File: config.mk
export PLATFORM = sky130hd
export DESIGN_NAME = square_wave_sound_channel_flat
export DESIGN_NICKNAME = d
export VERILOG_FILES = /design/src/sv/sqw_pkg.sv /design/src/sv/sqw_chan_if.sv /design/src/sv/square_wave_sound_channel.sv /design/src/sv/sqw_core.sv /design/src/flat_wrapper.sv
export SDC_FILE = /design/constraint.sdc
export NUM_CORES = 1
export LEC_CHECK = 0
export ABC_AREA = 0
export BUFFER_PORTS_ARGS = -buffer_cell sky130_fd_sc_hd__buf_2
export CAP_MARGIN = 10
export CELL_PAD_IN_SITES_DETAIL_PLACEMENT = 1
export CELL_PAD_IN_SITES_GLOBAL_PLACEMENT = 1
export CORE_ASPECT_RATIO = 0.5
export CORE_MARGIN = 3
export CORE_UTILIZATION = 50
export CTS_BUF_LIST = sky130_fd_sc_hd__clkbuf_8
export DETAILED_ROUTE_END_ITERATION = 12
export GPL_TIMING_DRIVEN = 0
export PLACE_DENSITY = 0.85
export SYNTH_ARGS = -nofsm -noshare
export SYNTH_HDL_FRONTEND = slang
export SYNTH_SLANG_ARGS = --single-unit
File: constraint.sdc
create_clock -name clk -period 4.34 [get_ports clk]
set_clock_uncertainty 0.1 [all_clocks]
set_input_delay 0.434 -clock clk [delete_from_list [all_inputs] [get_ports clk]]
set_output_delay 0.434 -clock clk [all_outputs]
set_load 0.02 [all_outputs]
File: src/sv/sqw_pkg.sv
// ---------------------------------------------------------------------------
// sqw_pkg: shared definitions for the square-wave sound channel
// Operation codes, lookup tables and the request/response structs that pass
// between the channel top level and its state core.
// ---------------------------------------------------------------------------
package sqw_pkg;

	// Operation codes carried by each input beat
	typedef enum logic [2:0] {
		OP_DUTY_ENV      = 3'd0,
		OP_SWEEP         = 3'd1,
		OP_PERIOD_LO     = 3'd2,
		OP_LENGTH_HI     = 3'd3,
		OP_ENABLE        = 3'd4,
		OP_HALF_FRAME    = 3'd5,
		OP_QUARTER_FRAME = 3'd6,
		OP_TICK          = 3'd7
	} opcode_t;

	localparam int OPCODE_W  = 3;
	localparam int DATA_W    = 8;
	localparam int SAMPLE_W  = 4;
	localparam int PERIOD_W  = 13;

	localparam int LENGTH_ENTRIES = 32;
	localparam int LENGTH_IDX_W   = $clog2(LENGTH_ENTRIES);

	// Usable range of the doubled timer period
	localparam logic [PERIOD_W-1:0] PERIOD_MIN = 13'd8;
	localparam logic [PERIOD_W-1:0] PERIOD_MAX = 13'h7FF;

	localparam logic [SAMPLE_W-1:0] VOLUME_FULL = 4'd15;

	// Length counter load values
	localparam logic [7:0] LENGTH_TABLE [LENGTH_ENTRIES] = '{
		8'd10,  8'd254, 8'd20,  8'd2,   8'd40,  8'd4,   8'd80,  8'd6,
		8'd160, 8'd8,   8'd60,  8'd10,  8'd14,  8'd12,  8'd26,  8'd14,
		8'd12,  8'd16,  8'd24,  8'd18,  8'd48,  8'd20,  8'd96,  8'd22,
		8'd192, 8'd24,  8'd72,  8'd26,  8'd16,  8'd28,  8'd32,  8'd30
	};

	// Eight-step duty sequences
	localparam logic [7:0] DUTY_TABLE [4] = '{8'h02, 8'h06, 8'h1E, 8'hF9};

	// One item on its way into the core
	typedef struct packed {
		logic [OPCODE_W-1:0] opcode;
		logic [DATA_W-1:0]   data;
	} step_req_t;

	// What the core returns for that item
	typedef struct packed {
		logic [SAMPLE_W-1:0] sample;
		logic                length_active;
	} step_res_t;

endpackage

File: src/sv/sqw_chan_if.sv
// ---------------------------------------------------------------------------
// sqw channel interfaces
// Valid/ready channels for input items, result items and the configuration
// write of the square-wave sound channel.
// ---------------------------------------------------------------------------
interface sqw_item_if;
	logic       valid;
	logic       ready;
	logic [2:0] opcode;
	logic [7:0] data;

	modport source (output valid, output opcode, output data, input ready);
	modport sink (input valid, input opcode, input data, output ready);
endinterface

interface sqw_result_if;
	logic       valid;
	logic       ready;
	logic [3:0] sample;
	logic       length_active;

	modport source (output valid, output sample, output length_active, input ready);
	modport sink (input valid, input sample, input length_active, output ready);
endinterface

interface sqw_cfg_if;
	logic valid;
	logic ready;
	logic data;

	modport source (output valid, output data, input ready);
	modport sink (input valid, input data, output ready);
endinterface

File: src/sv/square_wave_sound_channel.sv
// ---------------------------------------------------------------------------
// square_wave_sound_channel: pulse sound channel, top level
// Input register, state core and result register of the channel.
// ---------------------------------------------------------------------------
// Usage:
//   item   - one beat per operation (opcode, data): register writes, length
//            enable, half-frame, quarter-frame and timer tick.
//   result - one beat per item: sample (non-zero only on a tick) and the
//            length-active status after that item.
//   cfg    - write of the second-channel sweep select; write it only while
//            no item is in flight. Always ready.
// Timing: an accepted item is held in the input register, processed there
//   by the core, and its result is registered in the result register and
//   offered from there. Throughput is one item per cycle while results are
//   taken; the core commits its state update as each item moves on.
// Reset: all channel state, the sweep select and the valid flags of both
//   pipeline registers clear; no results are pending.
// Stall: while the result beat waits, the input register holds one more
//   item; after that item ready drops until the result is taken.
// ---------------------------------------------------------------------------
module square_wave_sound_channel (
	input  logic                clk,
	input  logic                arst_n,
	sqw_item_if.sink            item,
	sqw_result_if.source        result,
	sqw_cfg_if.sink             cfg
);

	logic               valid_s1;
	sqw_pkg::step_req_t req_s1;
	logic               valid_s2;
	sqw_pkg::step_res_t res_s2;
	sqw_pkg::step_res_t core_res;
	logic               second_q;
	logic               advance;
	logic               item_ready;

	// Move the held item on when the result register is free or emptying
	assign advance    = valid_s1 && (!valid_s2 || result.ready);
	assign item_ready = !valid_s1 || advance;
	assign item.ready = item_ready;
	assign cfg.ready  = 1'b1;

	// Hold the sweep negate select
	always_ff @(posedge clk or negedge arst_n) begin
		if (!arst_n) begin
			second_q <= 1'b0;
		end else if (cfg.valid) begin
			second_q <= cfg.data;
		end
	end

	// Input register
	always_ff @(posedge clk or negedge arst_n) begin
		if (!arst_n) begin
			valid_s1 <= 1'b0;
		end else if (item_ready) begin
			valid_s1 <= item.valid;
		end
	end

	always_ff @(posedge clk) begin
		if (item_ready && item.valid) begin
			req_s1.opcode <= item.opcode;
			req_s1.data   <= item.data;
		end
	end

	sqw_core u_core (
		.clk            (clk),
		.arst_n         (arst_n),
		.req            (req_s1),
		.fire           (advance),
		.second_channel (second_q),
		.res            (core_res)
	);

	// Result register
	always_ff @(posedge clk or negedge arst_n) begin
		if (!arst_n) begin
			valid_s2 <= 1'b0;
		end else if (advance) begin
			valid_s2 <= 1'b1;
		end else if (result.ready) begin
			valid_s2 <= 1'b0;
		end
	end

	always_ff @(posedge clk) begin
		if (advance) begin
			res_s2 <= core_res;
		end
	end

	assign result.valid         = valid_s2;
	assign result.sample        = res_s2.sample;
	assign result.length_active = res_s2.length_active;

	// A channel with no length left never sounds
	a_silent_when_inactive: assert property (@(posedge clk) disable iff (!arst_n)
		(valid_s2 && !res_s2.length_active) |-> (res_s2.sample == '0))
		else $error("sample non-zero while length counter is empty");

	// Ready drops only when both registers are full and the result stalls
	a_ready_only_on_stall: assert property (@(posedge clk) disable iff (!arst_n)
		!item_ready |-> (valid_s1 && valid_s2 && !result.ready))
		else $error("input stalled without a full, stalled pipeline");

	// Every processed item yields a result beat on the next cycle
	a_result_follows: assert property (@(posedge clk) disable iff (!arst_n)
		advance |=> valid_s2)
		else $error("processed item produced no result beat");

endmodule

File: src/sv/sqw_core.sv
// ---------------------------------------------------------------------------
// sqw_core: channel state and combinational step logic
// Holds envelope, sweep, length, timer and sequencer state; works out the
// result of the presented item and commits the new state when fired.
// ---------------------------------------------------------------------------
module sqw_core (
	input  logic              clk,
	input  logic              arst_n,
	input  sqw_pkg::step_req_t req,
	input  logic              fire,
	input  logic              second_channel,
	output sqw_pkg::step_res_t res
);

	localparam int PW = sqw_pkg::PERIOD_W;

	logic [7:0]    duty_pattern_q, duty_pattern_d;
	logic          loop_or_halt_q, loop_or_halt_d;
	logic          envelope_mode_q, envelope_mode_d;
	logic [3:0]    envelope_period_q, envelope_period_d;
	logic          sweep_active_q, sweep_active_d;
	logic          sweep_negate_q, sweep_negate_d;
	logic [2:0]    sweep_amount_q, sweep_amount_d;
	logic [2:0]    sweep_interval_q, sweep_interval_d;
	logic          sweep_reload_q, sweep_reload_d;
	logic [3:0]    sweep_count_q, sweep_count_d;
	logic [3:0]    env_count_q, env_count_d;
	logic          env_restart_q, env_restart_d;
	logic [3:0]    volume_q, volume_d;
	logic [7:0]    length_q, length_d;
	logic          length_en_q, length_en_d;
	logic [PW-1:0] period_q, period_d;
	logic [PW-1:0] timer_q, timer_d;
	logic [2:0]    step_q, step_d;
	logic          out_bit_q, out_bit_d;

	logic          period_ok;
	logic [PW-1:0] sweep_delta;
	logic [PW-1:0] period_sub;
	logic [PW-1:0] period_add;
	logic [3:0]    sample;

	assign period_ok   = (period_q >= sqw_pkg::PERIOD_MIN) && (period_q <= sqw_pkg::PERIOD_MAX);
	assign sweep_delta = period_q >> sweep_amount_q;
	assign period_sub  = period_q - sweep_delta - {{(PW-1){1'b0}}, second_channel};
	assign period_add  = period_q + sweep_delta;

	// Work out next state and the sample for the presented item
	always_comb begin
		duty_pattern_d    = duty_pattern_q;
		loop_or_halt_d    = loop_or_halt_q;
		envelope_mode_d   = envelope_mode_q;
		envelope_period_d = envelope_period_q;
		sweep_active_d    = sweep_active_q;
		sweep_negate_d    = sweep_negate_q;
		sweep_amount_d    = sweep_amount_q;
		sweep_interval_d  = sweep_interval_q;
		sweep_reload_d    = sweep_reload_q;
		sweep_count_d     = sweep_count_q;
		env_count_d       = env_count_q;
		env_restart_d     = env_restart_q;
		volume_d          = volume_q;
		length_d          = length_q;
		length_en_d       = length_en_q;
		period_d          = period_q;
		timer_d           = timer_q;
		step_d            = step_q;
		out_bit_d         = out_bit_q;
		sample            = '0;

		case (sqw_pkg::opcode_t'(req.opcode))
			sqw_pkg::OP_DUTY_ENV: begin
				loop_or_halt_d    = req.data[5];
				envelope_mode_d   = ~req.data[4];
				duty_pattern_d    = sqw_pkg::DUTY_TABLE[req.data[7:6]];
				envelope_period_d = req.data[3:0];
			end
			sqw_pkg::OP_SWEEP: begin
				sweep_active_d   = req.data[7];
				sweep_negate_d   = req.data[3];
				sweep_amount_d   = req.data[2:0];
				sweep_interval_d = req.data[6:4];
				sweep_reload_d   = 1'b1;
			end
			sqw_pkg::OP_PERIOD_LO: begin
				period_d = {1'b0, period_q[11:9], req.data, 1'b0};
			end
			sqw_pkg::OP_LENGTH_HI: begin
				if (length_en_q) begin
					length_d = sqw_pkg::LENGTH_TABLE[req.data[7:3]];
				end
				period_d      = {1'b0, req.data[2:0], period_q[8:1], 1'b0};
				timer_d       = {1'b0, req.data[2:0], period_q[8:1], 1'b0};
				step_d        = '0;
				env_restart_d = 1'b1;
			end
			sqw_pkg::OP_ENABLE: begin
				length_en_d = req.data[0];
				if (!req.data[0]) begin
					length_d = '0;
				end
			end
			sqw_pkg::OP_HALF_FRAME: begin
				// count down length unless halted
				if (!loop_or_halt_q && (length_q != '0)) begin
					length_d = length_q - 8'd1;
				end
				// sweep divider and period update
				if (sweep_active_q) begin
					if (sweep_count_q == '0) begin
						sweep_count_d = {1'b0, sweep_interval_q};
						if (period_ok) begin
							period_d = sweep_negate_q ? period_sub : period_add;
						end
					end else begin
						sweep_count_d = sweep_count_q - 4'd1;
					end
				end
				if (sweep_reload_q) begin
					sweep_count_d  = {1'b0, sweep_interval_q};
					sweep_reload_d = 1'b0;
				end
			end
			sqw_pkg::OP_QUARTER_FRAME: begin
				// envelope runs only in decaying mode
				if (envelope_mode_q) begin
					if (env_restart_q) begin
						volume_d      = sqw_pkg::VOLUME_FULL;
						env_count_d   = envelope_period_q;
						env_restart_d = 1'b0;
					end else if (env_count_q == '0) begin
						if (volume_q == '0) begin
							volume_d = loop_or_halt_q ? sqw_pkg::VOLUME_FULL : 4'd0;
						end else begin
							volume_d = volume_q - 4'd1;
						end
						env_count_d = envelope_period_q;
					end else begin
						env_count_d = env_count_q - 4'd1;
					end
				end
			end
			default: begin
				// timer tick: silent and frozen when muted
				if ((length_q != '0) && period_ok) begin
					if (timer_q == '0) begin
						out_bit_d = duty_pattern_q[step_q];
						step_d    = step_q + 3'd1;
						timer_d   = period_q;
					end else begin
						timer_d = timer_q - {{(PW-1){1'b0}}, 1'b1};
					end
					if (out_bit_d) begin
						sample = envelope_mode_q ? volume_q : envelope_period_q;
					end
				end
			end
		endcase
	end

	assign res.sample        = sample;
	assign res.length_active = (length_d != '0);

	// Commit state on each fired item
	always_ff @(posedge clk or negedge arst_n) begin
		if (!arst_n) begin
			duty_pattern_q    <= '0;
			loop_or_halt_q    <= 1'b0;
			envelope_mode_q   <= 1'b0;
			envelope_period_q <= '0;
			sweep_active_q    <= 1'b0;
			sweep_negate_q    <= 1'b0;
			sweep_amount_q    <= '0;
			sweep_interval_q  <= '0;
			sweep_reload_q    <= 1'b0;
			sweep_count_q     <= '0;
			env_count_q       <= '0;
			env_restart_q     <= 1'b0;
			volume_q          <= '0;
			length_q          <= '0;
			length_en_q       <= 1'b0;
			period_q          <= '0;
			timer_q           <= '0;
			step_q            <= '0;
			out_bit_q         <= 1'b0;
		end else if (fire) begin
			duty_pattern_q    <= duty_pattern_d;
			loop_or_halt_q    <= loop_or_halt_d;
			envelope_mode_q   <= envelope_mode_d;
			envelope_period_q <= envelope_period_d;
			sweep_active_q    <= sweep_active_d;
			sweep_negate_q    <= sweep_negate_d;
			sweep_amount_q    <= sweep_amount_d;
			sweep_interval_q  <= sweep_interval_d;
			sweep_reload_q    <= sweep_reload_d;
			sweep_count_q     <= sweep_count_d;
			env_count_q       <= env_count_d;
			env_restart_q     <= env_restart_d;
			volume_q          <= volume_d;
			length_q          <= length_d;
			length_en_q       <= length_en_d;
			period_q          <= period_d;
			timer_q           <= timer_d;
			step_q            <= step_d;
			out_bit_q         <= out_bit_d;
		end
	end

endmodule
File: src/flat_wrapper.sv
// flat-port wrapper written by rule: the top's interface ports become plain ports
module square_wave_sound_channel_flat 
  (clk, arst_n, item_valid, item_opcode, item_data, item_ready, result_valid, result_sample, result_length_active, result_ready, cfg_valid, cfg_data, cfg_ready);
  sqw_item_if item_i ();
  sqw_result_if result_i ();
  sqw_cfg_if cfg_i ();
  input  logic clk;
  input  logic arst_n;
  input wire logic [$bits(item_i.valid)-1:0] item_valid;
  input wire logic [$bits(item_i.opcode)-1:0] item_opcode;
  input wire logic [$bits(item_i.data)-1:0] item_data;
  output wire logic [$bits(item_i.ready)-1:0] item_ready;
  output wire logic [$bits(result_i.valid)-1:0] result_valid;
  output wire logic [$bits(result_i.sample)-1:0] result_sample;
  output wire logic [$bits(result_i.length_active)-1:0] result_length_active;
  input wire logic [$bits(result_i.ready)-1:0] result_ready;
  input wire logic [$bits(cfg_i.valid)-1:0] cfg_valid;
  input wire logic [$bits(cfg_i.data)-1:0] cfg_data;
  output wire logic [$bits(cfg_i.ready)-1:0] cfg_ready;
  assign item_i.valid = item_valid;
  assign item_i.opcode = item_opcode;
  assign item_i.data = item_data;
  assign item_ready = item_i.ready;
  assign result_valid = result_i.valid;
  assign result_sample = result_i.sample;
  assign result_length_active = result_i.length_active;
  assign result_i.ready = result_ready;
  assign cfg_i.valid = cfg_valid;
  assign cfg_i.data = cfg_data;
  assign cfg_ready = cfg_i.ready;
  square_wave_sound_channel u_core (.clk(clk), .arst_n(arst_n), .item(item_i), .result(result_i), .cfg(cfg_i));
endmodule
=== Yosys cells after proc, flatten, opt, wreduce, memory -nomap -nowiden ===
Memories as Yosys holds them, arrays and structs flattened.
Index checks and enable logic that the tools add are counted.

* Add/sub/neg operators: 9
* $lt $le $gt $ge: 5
* Eq/ne operators: 10
* Shifts and indexed selects: 1
* Muxes and demuxes: 40
* Bitwise logic cells: 9
* Reductions and logical operators: 44

{| class="wikitable"
|+ Operator list
! operator !! count
|-
| 2-to-1 mux 13 bit || 6
|-
| 2-to-1 mux 8 bit || 7
|-
| 2-to-1 mux 4 bit || 10
|-
| one-hot mux 13 bit (3 select lines) || 1
|-
| one-hot mux 13 bit (2 select lines) || 1
|-
| one-hot mux 8 bit (3 select lines) || 1
|-
| nonzero test 2 bit || 9
|-
| binary-select mux 8 bit (select 2 bit) || 1
|-
| nonzero test 8 bit || 2
|-
| AND reduction 3 bit || 5
|-
| adder 13 bit || 1
|-
| greater-or-equal comparator 13 x 4 -> 1 bit (second input constant) || 1
|-
| <= comparator 13 x 11 -> 1 bit (second input constant) || 1
|-
| zero test 13 bit || 1
|-
| right shift 13 x 3 -> 13 bit || 1
|-
| subtractor 13 x 1 -> 13 bit || 1
|-
| subtractor 13 x 1 -> 13 bit (second input constant) || 1
|-
| subtractor 13 bit || 1
|-
| zero test 4 bit || 3
|-
| AND reduction 6 bit || 2
|-
| subtractor 4 x 1 -> 4 bit (second input constant) || 3
|-
| == test 3 bit (second input constant) || 3
|-
| OR reduction 9 bit || 1
|-
| inequality test 2 bit (second input constant) || 4
|-
| 25 further kinds || 51
|}

* Bits in registers: 94
* Memory bits (read-only): 256
* Input port bits: 17
* Output and inout port bits: 8
* Memories kept: 1

{| class="wikitable"
|+ Memories
! memory !! depth !! width !! read ports !! clocked after Yosys merged registers in !! write ports !! RTL line !! text
|-
| (name not given) || 32 || 8 || 1 || 0 || 0 || sqw_core.sv:90 || <nowiki>length_d = sqw_pkg::LENGTH_TABLE[req.data[7:3]];</nowiki>
|}

=== Logic depth before layout (Yosys ltp) ===
Gate-level depths: netlist of run 1.

* Word-level depth: 8
* Gate-level depth with buffers: 17
* Gate-level depth less buffers: 17

=== Cells and area by module ===
From an unflattened synthesis of run 1, not the netlist that was laid out.

* Cell total of the unflattened synthesis: 779
* Area, all modules: 6,627.6 µm²

{| class="wikitable"
|+ Modules (own cells, without submodules)
! module !! instances !! cells each !! area each (µm²) !! seq. area each (µm²)
|-
| sqw_core || 1 || 751 || 5,995.8 || 1,776.7
|-
| square_wave_sound_channel || 1 || 28 || 631.9 || 555.5
|}

=== Worst setup path after synthesis of run 1 ===
No wires, ideal clock.

* Path kind: reg-to-reg
* From: register u_core.u_core.sweep_amount_q[1]
* To: register u_core.u_core.period_q[9]
* Setup time: 96 ps
* Arrival: 3,525 ps
* Data required time: 4,144 ps
* Slack: 619 ps
* Stages on the path, launching flop included: 14
* Path buffers: 1
* Clock period less this slack: 3,721 ps
* Cells stage by stage: dfrtp_1 > buf_1 > mux2i_1 > mux2i_1 > a21oi_1 > inv_1 > ha_1 > a21oi_1 > nor2_8 > a21o_2 > a211o_1 > or4_1 > and4_4 > a311oi_2

* Longest elaborated chain between the ends: 8
* Elaborated cells between the ends (all ways): 9

{| class="wikitable"
|+ Ends and longest elaborated chain
! item !! RTL line !! text
|-
| start, declared || sqw_core.sv:23 || <nowiki>logic [2:0] sweep_amount_q, sweep_amount_d;</nowiki>
|-
| start signal, assigned || sqw_core.sv:193 || <nowiki>sweep_amount_q <= sweep_amount_d;</nowiki>
|-
| right shift 13 x 3 -> 13 bit (*) || sqw_core.sv:44 || <nowiki>assign sweep_delta = period_q >> sweep_amount_q;</nowiki>
|-
| subtractor 13 bit || sqw_core.sv:45 || <nowiki>assign period_sub = period_q - sweep_delta - {{(PW-1){1'b0}}, second_channel};</nowiki>
|-
| subtractor 13 x 1 -> 13 bit || sqw_core.sv:45 ||
|-
| 2-to-1 mux 13 bit (*) || sqw_core.sv:113 || <nowiki>period_d = sweep_negate_q ? period_sub : period_add;</nowiki>
|-
| 2-to-1 mux 13 bit (*) || sqw_core.sv:112 || <nowiki>if (period_ok) begin</nowiki>
|-
| 2-to-1 mux 13 bit (*) || sqw_core.sv:110 || <nowiki>if (sweep_count_q == '0) begin</nowiki>
|-
| 2-to-1 mux 13 bit (*) || sqw_core.sv:109 || <nowiki>if (sweep_active_q) begin</nowiki>
|-
| one-hot mux 13 bit (3 select lines) (*) || sqw_core.sv:71 || <nowiki>case (sqw_pkg::opcode_t'(req.opcode))</nowiki>
|-
| end signal, assigned || sqw_core.sv:202 || <nowiki>period_q <= period_d;</nowiki>
|-
| end, declared || sqw_core.sv:32 || <nowiki>logic [PW-1:0] period_q, period_d;</nowiki>
|}

Every way passes the cells marked *; elsewhere a longest branch is shown, timed or not. The select of a mux whose other input is x is not followed.
A chain may end at the register's enable or synchronous reset.

=== Worst setup path after layout of run 1 ===
Ends and elaborated chain as after synthesis.

==> results of run 1 <==
per-stage QoR:
stage | util | cells | cell area (µm²) | hold slack, ns | worst slack [ns]
finish | 0.566 | 1012 | 7310 | 0.124 | 0.336
global route | 0.566 | 1012 | 7310 | 0.102 | 0.0536
CTS | 0.565 | 1012 | 7300 | 0.109 | 0.111
detailed placement | 0.550 | 995 | 7110 | 0.349 | 0.176
global placement | 0.548 | 994 | 7080 | 0.364 | 0.256
floorplan | - | 801 | 6760 | 0.0384 | 0.619
cell usage in the layout (no fill, tap or decap), types with 6 or more instances in the layout:
master / instances
nor2_1: 79
nand2_1: 76
dfrtp_1: 74
a21oi_1: 67
inv_1: 57
o21ai_0: 54
ha_1: 48
clkbuf_1: 26
buf_2: 25
nor3_1: 23
mux2i_1: 20
mux2_2: 19
o21ai_1: 18
nand3_1: 16
edfxtp_1: 16
a211oi_1: 14
nand2b_1: 14
a31oi_1: 12
xnor2_1: 12
clkbuf_8: 10
nand4_1: 9
a22oi_1: 9
nor2b_1: 8
nor4_1: 8
o22ai_1: 6
nor3b_1: 6
o31ai_1: 6
flip-flops by register name (all words and copies together), names as in the netlist, 3 cells and up:
name / count
u_core.u_core.period_q: 13
u_core.u_core.timer_q: 13
u_core.req_s1: 11
u_core.u_core.length_q: 8
u_core.result.sample: 4
u_core.u_core.duty_pattern_q: 4
u_core.u_core.env_count_q: 4
u_core.u_core.envelope_period_q: 4
u_core.u_core.sweep_count_q: 4
u_core.u_core.volume_q: 4
u_core.u_core.step_q: 3
u_core.u_core.sweep_amount_q: 3
u_core.u_core.sweep_interval_q: 3
what timing repair did:
action | CTS | global route
hold buffers | 1 | 0
gates resized for setup | 0 | 7
setup endpoints to repair | 0 | 4
endpoints found under the hold margin | 37 | 0
cell type report:
cell class,count,area share
multi-input combinational,616,0.556
inverter,59,0.0303
clock inverter,6,0.00633
tap,170,0.0291
clock buffer,10,0.0188
sequential,90,0.319
buffer,36,0.0205
timing repair buffer,25,0.0202
where the power goes:
part / switching [mW] / internal (mW)
combinational: 2.09 / 1.34
clock: 0.332 / 0.229
sequential: 0.331 / 1.09
total: 2.75 / 2.67
per-layer routing:
layer  GRT usage  routed length [µm]
met1       0.380                9380
met5           0                   0
met3      0.0685                1320
met4      0.0920                 422
met2       0.470                9470
worst max path at each step:
| stage | start | end | slack, ns | cells past startpoint |
|---|---|---|---|---|
| floorplan | u_core.u_core.sweep_amount_q[1]$_DFFE_PN0P_ | u_core.u_core.period_q[9]$_DFFE_PN0P_ | 0.62 | 13 |
| global placement | u_core.u_core.sweep_amount_q[1]$_DFFE_PN0P_ | u_core.u_core.period_q[11]$_DFFE_PN0P_ | 0.26 | 14 |
| detailed placement | u_core.u_core.sweep_amount_q[1]$_DFFE_PN0P_ | u_core.u_core.period_q[9]$_DFFE_PN0P_ | 0.18 | 13 |
| CTS | u_core.u_core.sweep_amount_q[1]$_DFFE_PN0P_ | u_core.u_core.period_q[11]$_DFFE_PN0P_ | 0.11 | 14 |
| global route | u_core.u_core.sweep_amount_q[1]$_DFFE_PN0P_ | u_core.u_core.period_q[11]$_DFFE_PN0P_ | 0.05 | 15 |
| finish | u_core.u_core.sweep_amount_q[1]$_DFFE_PN0P_ | u_core.u_core.period_q[9]$_DFFE_PN0P_ | 0.34 | 13 |
worst reg2reg max path, delay by kind of cell, from the launching register on:
family / cells / cell delay [ns]
AO/OA/AOI/OAI: 5 / 1.61
adder cells (fa/ha/maj): 1 / 0.30
buffers and inverters: 2 / 0.39
flip-flops: 1 / 0.44
multiplexers: 2 / 0.42
AND/OR/NAND/NOR: 3 / 0.63
cell families after synthesis:
logic type,after synthesis,share of synthesized area
simple gates,266,0.190
compound gates,238,0.217
buf+inv,95,0.0544
flops,90,0.345
fa+ha+maj,51,0.0978
mux,43,0.0730
xor+xnor,17,0.0220
other cells,1,0.000555
==> impl_metrics.py, run 1 <==
metrics = {
    "run_status": {
        "outcome": "finished clean",
    },
    "critical_path": {
        "crit_type": "reg -> reg",
        "crit_fanout": 10,
        "critical_path.top_delay_family": "compound AO/OA/AOI/OAI gates",
        "rrSetupSlack_ns": 0.34,
        "cpPeakStageDelay_ns": 0.47,
        "r2r_end": "u_core.u_core.period_q[9]$_DFFE_PN0P_",
        "path_buf_inv": 2,
        "worstSetupEndpointType": "flop",
        "cpMaxStageDelayCell": "a21oi_1",
        "r2r-start": "u_core.u_core.sweep_amount_q[1]$_DFFE_PN0P_",
        "cp.required_ns": 4.52,
        "r2r_cells": 13,
        "worstPathArrival_ns": 4.19,
        "startpoint_type": "flop",
        "path_cells": "clkbuf_2, mux2i_1, mux2i_1, a21oi_1, inv_1, ha_1, a21oi_1, nor2_8, a21o_2, a211o_1, or4_1, and4_4, a311oi_2",
    },
    "finish": {
        "seqCellArea_um2": 2330,
        "syn_to_final_growth_pct": 8.19,
        "nets": 905,
        "fillerInstances": 1571,
        "multiInputGateArea_um2": 4060,
        "drive_above_1_share": 0.101,
        "insertedDiodeCount": 0,
    },
    "global_route": {
        "grt-ovfl-total": 0,
        "antenna_found_initial": 0,
        "grt_pass1_vias": 6391,
        "grt_util_all_layers": 0.287,
        "grt_pass1_wl_um": 33600,
        "grt_max_degree": 39,
    },
    "min_path": {
        "hold_class": "in -> reg",
        "hold_depth": 1,
        "holdPathEnd": "u_core.req_s1[7]$_DFFE_PP_",
        "hold_path.startpoint": "item_data[7]",
    },
    "die": {
        "core_um2": 12900,
        "boundaryPins": 25,
        "die_h_um": 88.2,
        "initial_core_util": 0.523,
        "die_area_um2": 15000,
        "fp-row-count": 29,
        "chipWidth_um": 170,
    },
    "clock_tree": {
        "cts_max_level": 3,
        "post_cts_buffers": 0,
        "clock_latency_ns": 0.38,
        "cts_inserted_buffers": 9,
        "cts.clk_slew.worst_paths_ns": 0.10,
        "cts_max_path_buffers": 2,
        "cts_sinks": 90,
        "root_buffer": "clkbuf_8",
        "cts_tree": "built",
    },
    "sta": {
        "max_freq_mhz": 250,
        "worst-slew-pin-transition_ns": 0.902,
        "hold_violations": 0,
        "period_minus_slack_ns": 4.00,
        "setup_violations": 0,
        "finalCritPeriodShare": 0.923,
        "maxSlewHeadroom": 0.396,
        "tns_ns": 0,
        "slew_viol_final": 0,
        "rsz0062_at_grt": "no",
    },
    "place": {
        "io_buffer_count": 23,
        "place_hpwl_um": 15600,
        "place.gp.congestion": 0.957,
    },
    "route": {
        "via_count": 6289,
        "firstDrtPassIters": 4,
        "viasPerCell": 6.21,
        "drt-wirelength-per-cell_um": 20.3,
        "ant_nets": 0,
        "postRouteWirelength_um": 20600,
        "drt_iter0_drc": 440,
        "drc": 0,
    },
    "synth": {
        "synth_edf_count": 16,
        "synth_top_cell_area_share": 0.274,
        "syn_inst": 801,
        "synth.most_common_cell": "nor2_1",
        "syn_avg_cell_area_um2": 8.44,
        "ys_types": 76,
        "syn_area_um2": 6760,
        "netlist_top_cells_count": "nor2_1 (79), nand2_1 (76), dfrtp_1 (74)",
        "ys_warn_count": 0,
        "async_flop_share": 0.822,
        "yosysSeqAreaShare": 0.345,
        "syn-num-nets": 869,
        "ys.flop_type": "dfrtp_1",
        "synth_top_area_cell": "dfrtp_1",
        "yosys-top-cells-area": "dfrtp_1 (27%), ha_1 (8.9%), edfxtp_1 (7.1%)",
        "ys_seq_elements": 90,
    },
    "flow_run": {
        "cap_violations": 0,
    },
    "power_and_ir_drop": {
        "ir_drop_uv": 748,
        "power.density_nw_per_um2": 741,
        "total_power_mw": 5.41,
        "p_leak_nw": 3.14,
    },
}
No activity file was read; power rests on OpenSTA's default activity.
==> run 2, diff against run 1 <==
- CORE_UTILIZATION: 50 -> 35
- GPL_TIMING_DRIVEN: 0 -> 1
- PLACE_DENSITY: 0.85 -> 0.64
- clock period: 4.34 -> 4.78 ns (I/O delays scaled with it)
==> impl_metrics.py, run 2 (synthesis results as in run 1) <==
metrics = {
    "run_status": {
        "outcome": "finished clean",
    },
    "clock_tree": {
        "cts_inserted_buffers": 9,
        "ctsResizeCount": 0,
        "post_cts_buffers": 0,
        "cts_max_path_buffers": 2,
        "cts_tree": "built",
        "cts_hold_buf": 0,
        "clock_latency_ns": 0.37,
        "cts_sinks": 90,
        "cts.clk_slew.worst_paths_ns": 0.10,
        "cts_max_level": 3,
        "root_buffer": "clkbuf_8",
    },
    "critical_path": {
        "cpMaxStageDelayCell": "dfrtp_1",
        "crit_fanout": 23,
        "r2r_cells": 13,
        "crit_type": "reg -> reg",
        "cpPeakStageDelay_ns": 0.87,
        "path_cells": "o21ai_0, mux2_2, mux2_2, ha_1, inv_1, ha_1, a21boi_0, nand3_1, o21bai_1, a211oi_1, o21a_1, o31ai_1, a21oi_1",
        "startpoint_type": "flop",
        "cp.required_ns": 4.93,
        "r2r_end": "u_core.u_core.period_q[11]$_DFFE_PN0P_",
        "r2r-start": "u_core.u_core.sweep_amount_q[1]$_DFFE_PN0P_",
        "rrSetupSlack_ns": 0.67,
        "worstSetupEndpointType": "flop",
        "worstPathArrival_ns": 4.26,
    },
    "die": {
        "die_area_um2": 21100,
        "boundaryPins": 25,
        "fp-row-count": 35,
        "die_h_um": 104,
        "chipWidth_um": 202,
        "initial_core_util": 0.362,
        "core_um2": 18700,
    },
    "route": {
        "dr.max_layer_used": "met4",
        "drt_iter0_drc": 443,
        "drt-wirelength-per-cell_um": 19.3,
        "wl_met3_um": 538,
        "ant_nets": 0,
        "via_count": 6056,
        "viasPerCell": 5.68,
        "firstDrtPassIters": 5,
        "drc": 0,
        "postRouteWirelength_um": 20600,
        "met1Wirelength_um": 10500,
        "wl_met2_um": 9250,
    },
    "place": {
        "place_hpwl_um": 15300,
        "place.gp.congestion": 0.904,
        "post-place-cells": 1050,
        "io_buffer_count": 23,
    },
    "sta": {
        "period_minus_slack_ns": 4.11,
        "max_freq_mhz": 243,
        "tns_ns": 0,
        "rsz0062_at_grt": "no",
        "hold_violations": 0,
        "slew_viol_final": 0,
        "setup_violations": 0,
        "finalCritPeriodShare": 0.860,
        "worst-slew-pin-transition_ns": 1.04,
        "maxSlewHeadroom": 0.298,
    },
    "global_route": {
        "grt_pass1_wl_um": 33600,
        "antenna_found_initial": 0,
        "grt-ovfl-total": 0,
        "grt_util_all_layers": 0.197,
        "grt_pass1_vias": 6145,
        "grt_max_degree": 75,
    },
    "finish": {
        "drive_above_1_share": 0.0942,
        "insertedDiodeCount": 0,
        "largest_registers": "u_core.u_core.period_q (13), u_core.u_core.timer_q (13), u_core.req_s1 (11)",
        "layout_commonest_cell": "nor2_1",
        "fin_cells": 1066,
        "syn_to_final_growth_pct": 7.24,
        "nets": 870,
        "final_cell_mix": "nor2_1 (79), nand2_1 (76), dfrtp_1 (74)",
    },
    "power_and_ir_drop": {
        "power.density_nw_per_um2": 669,
        "ir_drop_uv": 253,
        "p_leak_nw": 3.08,
    },
    "min_path": {
        "hold_class": "in -> async",
    },
    "flow_run": {
        "cap_violations": 0,
    },
}
[run 2: area by class of cell]
type,count,area [µm²]
clock buffers,10,138
clock inverters,6,33.8
repair buffers,26,140
fillers,2249,11400
flip-flops and latches,90,2330
well taps,259,324
multi-input cells,616,4060
inverters,59,221
[run 2: through the flow]
stage	setup slack [ns]	util	power [mW]	area (µm²)	hold WS, ns
global route	0.271	0.388	5.32	7250	0.156
global placement	0.799	0.379	4.26	7070	0.370
finish	0.669	0.388	4.84	7250	0.159
CTS	0.661	0.388	4.85	7250	0.167
floorplan	1.06	-	3.46	6760	0.0824
detailed placement	0.699	0.379	4.34	7070	0.375
[run 2: worst max-delay path by stage]
| stage | from | endpoint | slack [ns] | cells past startpoint |
|---|---|---|---|---|
| after CTS | u_core.u_core.sweep_amount_q[1]$_DFFE_PN0P_ | u_core.u_core.period_q[9]$_DFFE_PN0P_ | 0.66 | 12 |
| after global placement | u_core.u_core.sweep_amount_q[1]$_DFFE_PN0P_ | u_core.u_core.period_q[9]$_DFFE_PN0P_ | 0.80 | 12 |
| after detailed placement | u_core.u_core.sweep_amount_q[1]$_DFFE_PN0P_ | u_core.u_core.period_q[9]$_DFFE_PN0P_ | 0.70 | 12 |
| after global routing | u_core.u_core.sweep_amount_q[1]$_DFFE_PN0P_ | u_core.u_core.period_q[11]$_DFFE_PN0P_ | 0.27 | 13 |
| final | u_core.u_core.sweep_amount_q[1]$_DFFE_PN0P_ | u_core.u_core.period_q[11]$_DFFE_PN0P_ | 0.67 | 13 |
| after floorplan | u_core.u_core.sweep_amount_q[1]$_DFFE_PN0P_ | u_core.u_core.period_q[9]$_DFFE_PN0P_ | 1.06 | 13 |
[run 2: per-layer routing]
metal | vias to the layer above | track usage
li1 | 2890 | -
met1 | 3067 | 0.287
met2 | 80 | 0.315
met3 | 19 | 0.0234
met4 | 0 | 0.0420
met5 | - | 0
[run 2: power breakdown]
| group | internal (mW) | switching [mW] |
|---|---|---|
| clock network | 0.200 | 0.290 |
| registers | 0.992 | 0.388 |
| logic | 1.20 | 1.78 |
[run 2: critical path: cells and delay by family, from the launching register on]
| kind | cells | cell delay (ns) |
|---|---|---|
| AO/OA/AOI/OAI | 7 | 1.50 |
| flip-flops | 1 | 0.87 |
| adder cells (fa/ha/maj) | 2 | 0.71 |
| multiplexers | 2 | 0.61 |
| AND/OR/NAND/NOR | 1 | 0.15 |
| buffers and inverters | 1 | 0.07 |
==> run 3, diff against run 2 <==
- RECOVER_POWER: default -> 25
==> impl_metrics.py, run 3 (synthesis results as in run 1) <==
metrics = {
    "die": {
        "die_h_um": 104,
        "die_area_um2": 21100,
        "initial_core_util": 0.362,
        "chipWidth_um": 202,
        "fp-row-count": 35,
        "core_um2": 18700,
        "boundaryPins": 25,
    },
    "clock_tree": {
        "root_buffer": "clkbuf_8",
        "cts_max_level": 3,
        "cts_tree": "built",
        "cts_max_path_buffers": 2,
        "cts_inserted_buffers": 9,
        "clock_latency_ns": 0.37,
        "cts_hold_buf": 0,
        "ctsResizeCount": 0,
        "post_cts_buffers": 0,
        "cts_sinks": 90,
        "cts.clk_slew.worst_paths_ns": 0.10,
    },
    "route": {
        "postRouteWirelength_um": 20600,
        "drc": 0,
        "ant_nets": 0,
        "via_count": 6056,
        "drt_iter0_drc": 443,
        "drt-wirelength-per-cell_um": 19.3,
        "firstDrtPassIters": 5,
        "viasPerCell": 5.68,
    },
    "min_path": {
        "hold_class": "in -> reg",
        "hold_path.startpoint": "item_data[7]",
        "holdPathEnd": "u_core.req_s1[7]$_DFFE_PP_",
        "hold_depth": 1,
    },
    "sta": {
        "maxSlewHeadroom": -0.326,
        "setup_violations": 0,
        "hold_violations": 0,
        "slew_viol_final": 75,
        "finalCritPeriodShare": 0.860,
        "tns_ns": 0,
        "rsz0062_at_grt": "no",
        "max_freq_mhz": 243,
        "period_minus_slack_ns": 4.11,
        "worst-slew-pin-transition_ns": 1.99,
    },
    "place": {
        "io_buffer_count": 23,
        "place_hpwl_um": 15300,
        "placed_cell_area_um2": 7070,
        "place.gp.congestion": 0.904,
        "post-place-cells": 1050,
    },
    "finish": {
        "insertedDiodeCount": 0,
        "largest_registers": "u_core.u_core.period_q (13), u_core.u_core.timer_q (13), u_core.req_s1 (11)",
        "final_cell_mix": "nor2_1 (79), nand2_1 (76), dfrtp_1 (74)",
        "fin_util": 0.388,
        "syn_to_final_growth_pct": 7.19,
        "nets": 870,
        "layout_commonest_cell": "nor2_1",
        "drive_above_1_share": 0.0929,
        "fin_cells": 1066,
        "fin_area_um2": 7240,
    },
    "critical_path": {
        "cp.required_ns": 4.93,
        "r2r_cells": 13,
        "crit_fanout": 23,
        "r2r-start": "u_core.u_core.sweep_amount_q[1]$_DFFE_PN0P_",
        "rrSetupSlack_ns": 0.67,
        "r2r_end": "u_core.u_core.period_q[11]$_DFFE_PN0P_",
        "worstSetupEndpointType": "flop",
        "startpoint_type": "flop",
        "crit_type": "reg -> reg",
        "worstPathArrival_ns": 4.26,
    },
    "power_and_ir_drop": {
        "netSwitchingFraction": 0.507,
        "p_switching_mw": 2.46,
        "p_leak_nw": 3.07,
        "pwr-share-comb": 0.614,
        "ir_drop_uv": 253,
        "power.density_nw_per_um2": 669,
        "p_seq_frac": 0.285,
        "clkPwrFrac": 0.101,
        "p_int_mw": 2.39,
    },
    "global_route": {
        "grt_pass1_vias": 6145,
        "grt_max_degree": 75,
        "antenna_found_initial": 0,
        "grt_util_all_layers": 0.197,
        "grt-ovfl-total": 0,
        "grt_pass1_wl_um": 33600,
    },
    "flow_run": {
        "cap_violations": 1,
    },
    "run_status": {
        "failed_checks": "max-capacitance violations, max-slew violations",
        "outcome": "finished with violations",
    },
}
==> run 3: area by class of cell <==
class | count | area, µm²
fill | 2250 | 11400
inverter | 59 | 221
sequential | 90 | 2330
clock inverter | 6 | 33.8
tap | 259 | 324
multi-input combinational | 616 | 4060
timing repair buffer | 26 | 136
clock buffer | 10 | 138
==> run 3: stage by stage <==
| step | setup slack (ns) | power [mW] | hold slack [ns] |
|---|---|---|---|
| 2_1_floorplan | 1.06 | 3.46 | 0.0824 |
| 3_3_place_gp | 0.799 | 4.26 | 0.370 |
| 3_5_place_dp | 0.699 | 4.34 | 0.375 |
| 4_1_cts | 0.661 | 4.85 | 0.167 |
| 5_1_grt | 0.271 | 5.32 | 0.156 |
| 6_report | 0.669 | 4.84 | 0.182 |
==> run 3: worst max path at each step <==
stage               slack [ns]  cells past startpoint                                endpoint                                        start
floorplan                 1.06                     13   u_core.u_core.period_q[9]$_DFFE_PN0P_  u_core.u_core.sweep_amount_q[1]$_DFFE_PN0P_
global placement          0.80                     12   u_core.u_core.period_q[9]$_DFFE_PN0P_  u_core.u_core.sweep_amount_q[1]$_DFFE_PN0P_
detailed placement        0.70                     12   u_core.u_core.period_q[9]$_DFFE_PN0P_  u_core.u_core.sweep_amount_q[1]$_DFFE_PN0P_
CTS                       0.66                     12   u_core.u_core.period_q[9]$_DFFE_PN0P_  u_core.u_core.sweep_amount_q[1]$_DFFE_PN0P_
global route              0.27                     13  u_core.u_core.period_q[11]$_DFFE_PN0P_  u_core.u_core.sweep_amount_q[1]$_DFFE_PN0P_
finish                    0.67                     13  u_core.u_core.period_q[11]$_DFFE_PN0P_  u_core.u_core.sweep_amount_q[1]$_DFFE_PN0P_
==> run 3: metal layers <==
layer	vias to the layer above	global-route usage	part of all wire
met3	19	0.0234	0.026
met2	80	0.315	0.45
met5	-	0	0
met4	0	0.0420	0.013
li1	2890	-	-
met1	3067	0.287	0.51
==> run 3: worst max-delay path: stages (launching register included) <==
cell and delay [ns]:
dfrtp_1 0.87, o21ai_0 0.26, mux2_2 0.32, mux2_2 0.29
ha_1 0.37, inv_1 0.07, ha_1 0.34, a21boi_0 0.30
nand3_1 0.15, o21bai_1 0.28, a211oi_1 0.15, o21a_1 0.19
o31ai_1 0.22, a21oi_1 0.10
==> run 3: power groups by stage <==
| stage | clock [mW] | sequential, mW | combinational (mW) |
|---|---|---|---|
| 3_3_place_gp | 0 | 1.38 | 2.88 |
| 4_1_cts | 0.507 | 1.37 | 2.97 |
| 6_report | 0.491 | 1.38 | 2.97 |
| 2_1_floorplan | 0 | 1.19 | 2.27 |
| 3_5_place_dp | 0 | 1.39 | 2.96 |
| 5_1_grt | 0.542 | 1.42 | 3.35 |
